### src/design/tbwp_pkg.sv
// Types and constants of the background and window pixel unit
package tbwp_pkg;

  // Request operations
  localparam logic OP_WRITE  = 1'b0;
  localparam logic OP_RENDER = 1'b1;

  // Configuration register indexes
  localparam int unsigned CFG_IDX_W = 3;
  localparam logic [CFG_IDX_W-1:0] REG_DISP_CTRL   = 3'd0;
  localparam logic [CFG_IDX_W-1:0] REG_BG_OFS_Y    = 3'd1;
  localparam logic [CFG_IDX_W-1:0] REG_BG_OFS_X    = 3'd2;
  localparam logic [CFG_IDX_W-1:0] REG_WIN_TOP     = 3'd3;
  localparam logic [CFG_IDX_W-1:0] REG_WINDOW_X    = 3'd4;
  localparam logic [CFG_IDX_W-1:0] REG_BG_PALETTE  = 3'd5;

  localparam logic [7:0] PALETTE_RESET = 8'hFC;

  // Display control bit positions
  localparam int unsigned CTL_BG_EN    = 0;
  localparam int unsigned CTL_BG_MAP   = 3;
  localparam int unsigned CTL_TILE_SEL = 4;
  localparam int unsigned CTL_WIN_EN   = 5;
  localparam int unsigned CTL_WIN_MAP  = 6;

  // Video memory layout: two byte banks of 4096 words (even and odd bytes)
  localparam int unsigned VRAM_AW  = 13;
  localparam int unsigned VRAM_WAW = VRAM_AW - 1;
  localparam logic [VRAM_AW-1:0] MAP_HIGH_BASE    = 13'h1C00;
  localparam logic [VRAM_AW-1:0] MAP_LOW_BASE     = 13'h1800;
  localparam logic [VRAM_AW-1:0] SIGNED_TILE_BASE = 13'h1000;

  localparam logic [7:0] SCREEN_WIDTH = 8'd160;

  typedef struct packed {
    logic       operation;
    logic [12:0] address;
    logic [7:0] data;
    logic [7:0] line;
    logic [7:0] column;
  } in_item_t;

  typedef struct packed {
    logic [1:0] shade;
    logic [1:0] color_number;
    logic       from_window;
  } out_item_t;

  typedef struct packed {
    logic [7:0] disp_ctrl;
    logic [7:0] bg_ofs_y;
    logic [7:0] bg_ofs_x;
    logic [7:0] win_top;
    logic [7:0] window_x;
    logic [7:0] bg_palette;
  } cfg_regs_t;

  // Write request to the video memory banks
  typedef struct packed {
    logic                en;
    logic [1:0]          lane_en;
    logic [VRAM_WAW-1:0] idx;
    logic [7:0]          data;
  } vram_wr_t;

endpackage

### src/design/tbwp_cfg.sv
// Configuration register file of the background and window pixel unit
module tbwp_cfg (
  input  logic                           clk,
  input  logic                           rst_n,
  input  logic                           cfg_valid,
  output logic                           cfg_ready,
  input  logic [tbwp_pkg::CFG_IDX_W-1:0] cfg_index,
  input  logic [7:0]                     cfg_data,
  output tbwp_pkg::cfg_regs_t            regs
);

  tbwp_pkg::cfg_regs_t regs_r;
  tbwp_pkg::cfg_regs_t regs_nxt;

  assign cfg_ready = 1'b1;
  assign regs      = regs_r;

  // Decode the register index; unknown indexes are dropped
  always_comb begin
    regs_nxt = regs_r;
    if (cfg_valid) begin
      case (cfg_index)
        tbwp_pkg::REG_DISP_CTRL:  regs_nxt.disp_ctrl   = cfg_data;
        tbwp_pkg::REG_BG_OFS_Y:   regs_nxt.bg_ofs_y    = cfg_data;
        tbwp_pkg::REG_BG_OFS_X:   regs_nxt.bg_ofs_x    = cfg_data;
        tbwp_pkg::REG_WIN_TOP:    regs_nxt.win_top     = cfg_data;
        tbwp_pkg::REG_WINDOW_X:   regs_nxt.window_x    = cfg_data;
        tbwp_pkg::REG_BG_PALETTE: regs_nxt.bg_palette  = cfg_data;
        default:                  regs_nxt = regs_r;
      endcase
    end
  end

  always_ff @(posedge clk) begin
    if (!rst_n) begin
      regs_r.disp_ctrl   <= 8'h00;
      regs_r.bg_ofs_y    <= 8'h00;
      regs_r.bg_ofs_x    <= 8'h00;
      regs_r.win_top     <= 8'h00;
      regs_r.window_x    <= 8'h00;
      regs_r.bg_palette  <= tbwp_pkg::PALETTE_RESET;
    end else begin
      regs_r <= regs_nxt;
    end
  end

endmodule

### config.mk
export PLATFORM = sky130hd
export DESIGN_NAME = tbwp_cfg
export DESIGN_NICKNAME = d
export VERILOG_FILES = /design/src/design/tbwp_pkg.sv /design/src/design/tbwp_cfg.sv
export SDC_FILE = /design/constraint.sdc
export NUM_CORES = 1
export LEC_CHECK = 0
export ABC_AREA = 1
export CAP_MARGIN = 20
export CORE_UTILIZATION = 52
export DETAILED_ROUTE_END_ITERATION = 16
export DONT_BUFFER_PORTS = 1
export GPL_ROUTABILITY_DRIVEN = 0
export PLACE_DENSITY = 0.67
export SYNTH_ARGS = -nofsm -noshare
export SYNTH_HDL_FRONTEND = slang
export SYNTH_SLANG_ARGS = --single-unit
### constraint.sdc
create_clock -name clk -period 1.6 [get_ports clk]
set_clock_uncertainty 0.15 [all_clocks]
set_input_delay 0.48 -clock clk [delete_from_list [all_inputs] [get_ports clk]]
set_output_delay 0.48 -clock clk [all_outputs]
set_load 0.02 [all_outputs]
Word-level counts from Yosys, hierarchy flattened --
Index checks and enable logic that the tools add are counted. Widths: inputs -> output; s select.
Operators by class: eq/ne operators 5, reduce and logical (&&, ||, !) cells 7
Operator list (count):
- $reduce_and 2->1 | 6
- $eq 3x2->1 const B | 2
- $eq 3x3->1 const B | 2
- $eq 3x1->1 const B | 1
- $logic_not 3->1 | 1
Storage, ports and cells: bits of input ports 14, bits in registers 48, logic and storage cells 18, output and inout bits 49

Logic depth before layout (Yosys ltp) --
word-level depth 2, depth in mapped cells 6, gate-level depth less buffers 5

Worst setup path after synthesis --
Ideal clock, no wire load.
path type in2reg, from in cfg_index[1] (netlist bit), to reg regs_r, in the netlist regs[46], stages on the path 5, slack 0.213 ns, arrival 1.124 ns, cells stage by stage nor2_1 > buf_4 > nand3_1 > nand2_1 > nor2_1
Between the ends: longest elaborated chain between the ends 2
RTL lines:
- start: declaration | RTL line tbwp_cfg.sv:7 | input logic [tbwp_pkg::CFG_IDX_W-1:0] cfg_index,
- $logic_not 3->1 | RTL line tbwp_cfg.sv:22 | case (cfg_index)
- $reduce_and 2->1 (no source line)
- end signal: assignment | RTL line tbwp_cfg.sv:43 | regs_r <= regs_nxt;
- end: declaration | RTL line tbwp_cfg.sv:12 | tbwp_pkg::cfg_regs_t regs_r;
Every way passes these cells. A chain may end at the register's enable or synchronous reset.

Worst setup path in the final report --
from reg regs_r, in the netlist regs[45], to out regs[45] (netlist bit)
RTL lines:
- end: declaration | RTL line tbwp_cfg.sv:9 | output tbwp_pkg::cfg_regs_t regs
No word-level cell between the ends.

==> impl_results.md <==
- Status: complete, no violations
- Synth cell types: 10
- Drt wl/cell: 13.1 um
- Worst hold stages: 1
- Critical Path Fanout Max: 2
- CP Class: reg -> out
- Worst path required time: 0.97 ns
- Commonest cells in the synthesized netlist: 94 x nor2_1, 61 x nand2_1, 48 x dfxtp_1, 48 x nand3_1, 14 x inv_1
- Yosys warns: 0
- Max Cap Viol: 0
- FFs w/ async S/R, synth: 0%
- Row Count: 21
- Worst Max-Slew Pin Slew: 0.523 ns
- Initial DRC count: 96
- Drt total wl: 4.29 mm
- Antenna Nets Post-Route: 0
- Setup violators final: 0
- Port Buffers: 0
- Register area share after synthesis: 50.6%
- Clk Tree Root Cell: clkbuf_4
- Max reg flops: 48
- Crit path DAT: 0.84 ns
- DR pass1 iterations: 4
- Total I/O pin count: 63
- Postcts setup bufs: 0
- CTS tree: yes
- Syn Nets: 292
- Post-Route Utilization: 59.0%
- Via count: 1659
- Tmin final: 1.47 ns
- Number of CTS-inserted buffers: 5
- First-pass GRT wire length: 7.20 mm
- GRT Total Usage: 24.2%
- Die X: 62.4 um
- Largest cells by area after synthesis: dfxtp_1 51%, nor2_1 19%, nand3_1 13%
- Synth Area in Adders: 0%
- Post-Syn Instances: 278
- H-tree levels: 2
- Worst R2R Start: regs[16]
- Hold_buf cts: 0
- Mux cell area share after synthesis: 0%
- Hold WC Path Type: in -> reg
- Xor/xnor cell area share of the yosys netlist: 0%
- Largest family of logic cells by synthesized area: simple AND/OR/NAND/NOR gates
- EDFF count, synth: 0
- Clk slew on worst S/H paths: 0.12 ns
- Yosys top cell by area: dfxtp_1
- Worst r2r dst: regs[16]
- Post-synth design cell area: 1900 um2
- Die Y: 62.4 um
- Clock latency on the worst-skew pair: 0.35 ns
- Total die area: 3900 um2
- Post-synthesis register bit count: 48
- Slew HR: 65.0%
- Initial antenna violation count: 0
- Crit end category: primary output
- R2R cell count: 2
- Power density over the cells: 981 nW/um2
- Share of layout cells above drive strength 1: 5.67%
- Leakage: 0.917 nW
- Top cell type's share of synthesized area: 50.6%
- Simple-gate area share of the yosys netlist: 43.3%
- CTS resizes: 0
- Antenna diodes: 0
- Max Root-Sink Buffers: 2
- Most frequent cell after synthesis: nor2_1
- Predominant post-synthesis flop cell: dfxtp_1
- Final critical-path share of the clock period: 91.6%
- Avg Cell Area, Syn: 6.83 um2
- Area Overhead vs Synth: 6.19%
- Largest net degree at the start of global routing: 49
- Hold endpoint: regs[6]
- Slew Limit Fails: 0
- RSZ-0062 raised after global routing: no
- Fmax: 682 MHz
- FF-to-FF setup slack: 0.72 ns
- FF/Latch Area: 961 um2
- Multi-input gate area: 826 um2
- Fillers: 345
- Placeable Area: 3420 um2
- Post-DP HPWL: 2.96 mm
- Final hold violation count: 0
- Overflow after GRT: 0
- Vias in the first global route: 1501
- Startpoint types: flip-flop
- Initial cell density of the core: 55.6%
- Nets: 298
- Tot Pwr: 1.98 mW
- Synth Area in Compound Gates: 0%
- Setup tns final: 0 ns
- Max VDD drop: 510 uV
- Final routed DRC violation total: 0
- Via density: 5.06
- CTS Sinks: 48
- Hold path start: rst_n
-- metal layers --
layer / track usage [%] / share of wire (%) / up-vias
met5: 0 / 0 / -
met4: 8.72 / 1.4 / 0
met3: 7.66 / 8.9 / 6
met2: 37.0 / 44 / 60
met1: 32.0 / 46 / 725
li1: - / - / 868
-- cells in the final DEF, fill, tap and decap left out, drive strengths merged --
cell type  Yosys  routed
nand2         61      61
dfxtp         48      48
clkbuf         1       5
nand3         48      48
inv           14      14
nor2          94      94
conb           1       1
buf           11      11
-- layout make-up --
type | count | area share, %
flip-flops and latches | 48 | 47.6
multi-input cells | 204 | 40.9
repair buffers | 11 | 4.09
well taps | 46 | 2.85
inverters | 14 | 2.61
clock buffers | 5 | 1.86
-- through the flow --
step	worst slack (ns)	cells	hold WS (ns)	cell area, um2
after detailed placement	0.130	323	0.414	1980
after global placement	0.188	323	0.408	1980
final	0.135	328	0.0593	2020
after global routing	0.0882	328	0.0321	2020
after CTS	0.116	328	0.0462	2020
after floorplan	0.213	278	0.395	1900
-- cells by family after synthesis --
group         after synthesis
flops                      48
simple gates              203
other cells                 1
buf+inv                    26
-- where the power goes --
| group | total [mW] | switching (mW) | internal (mW) |
|---|---|---|---|
| clock | 0.481 | 0.333 | 0.148 |
| combinational | 0.183 | 0.117 | 0.0657 |
| sequential | 1.31 | 0.0776 | 1.24 |
-- how the worst max path moves through the flow --
stage | to | cells after the start | start | slack (ns)
global placement | regs[16] | 5 | cfg_index[2] | 0.19
finish | regs[45] | 0 | regs[45] | 0.13
floorplan | regs[46] | 5 | cfg_index[1] | 0.21
detailed placement | regs[16] | 5 | cfg_index[2] | 0.13
CTS | regs[45] | 0 | regs[45] | 0.12
global route | regs[45] | 0 | regs[45] | 0.09
No activity file was read; power rests on OpenSTA's default activity.
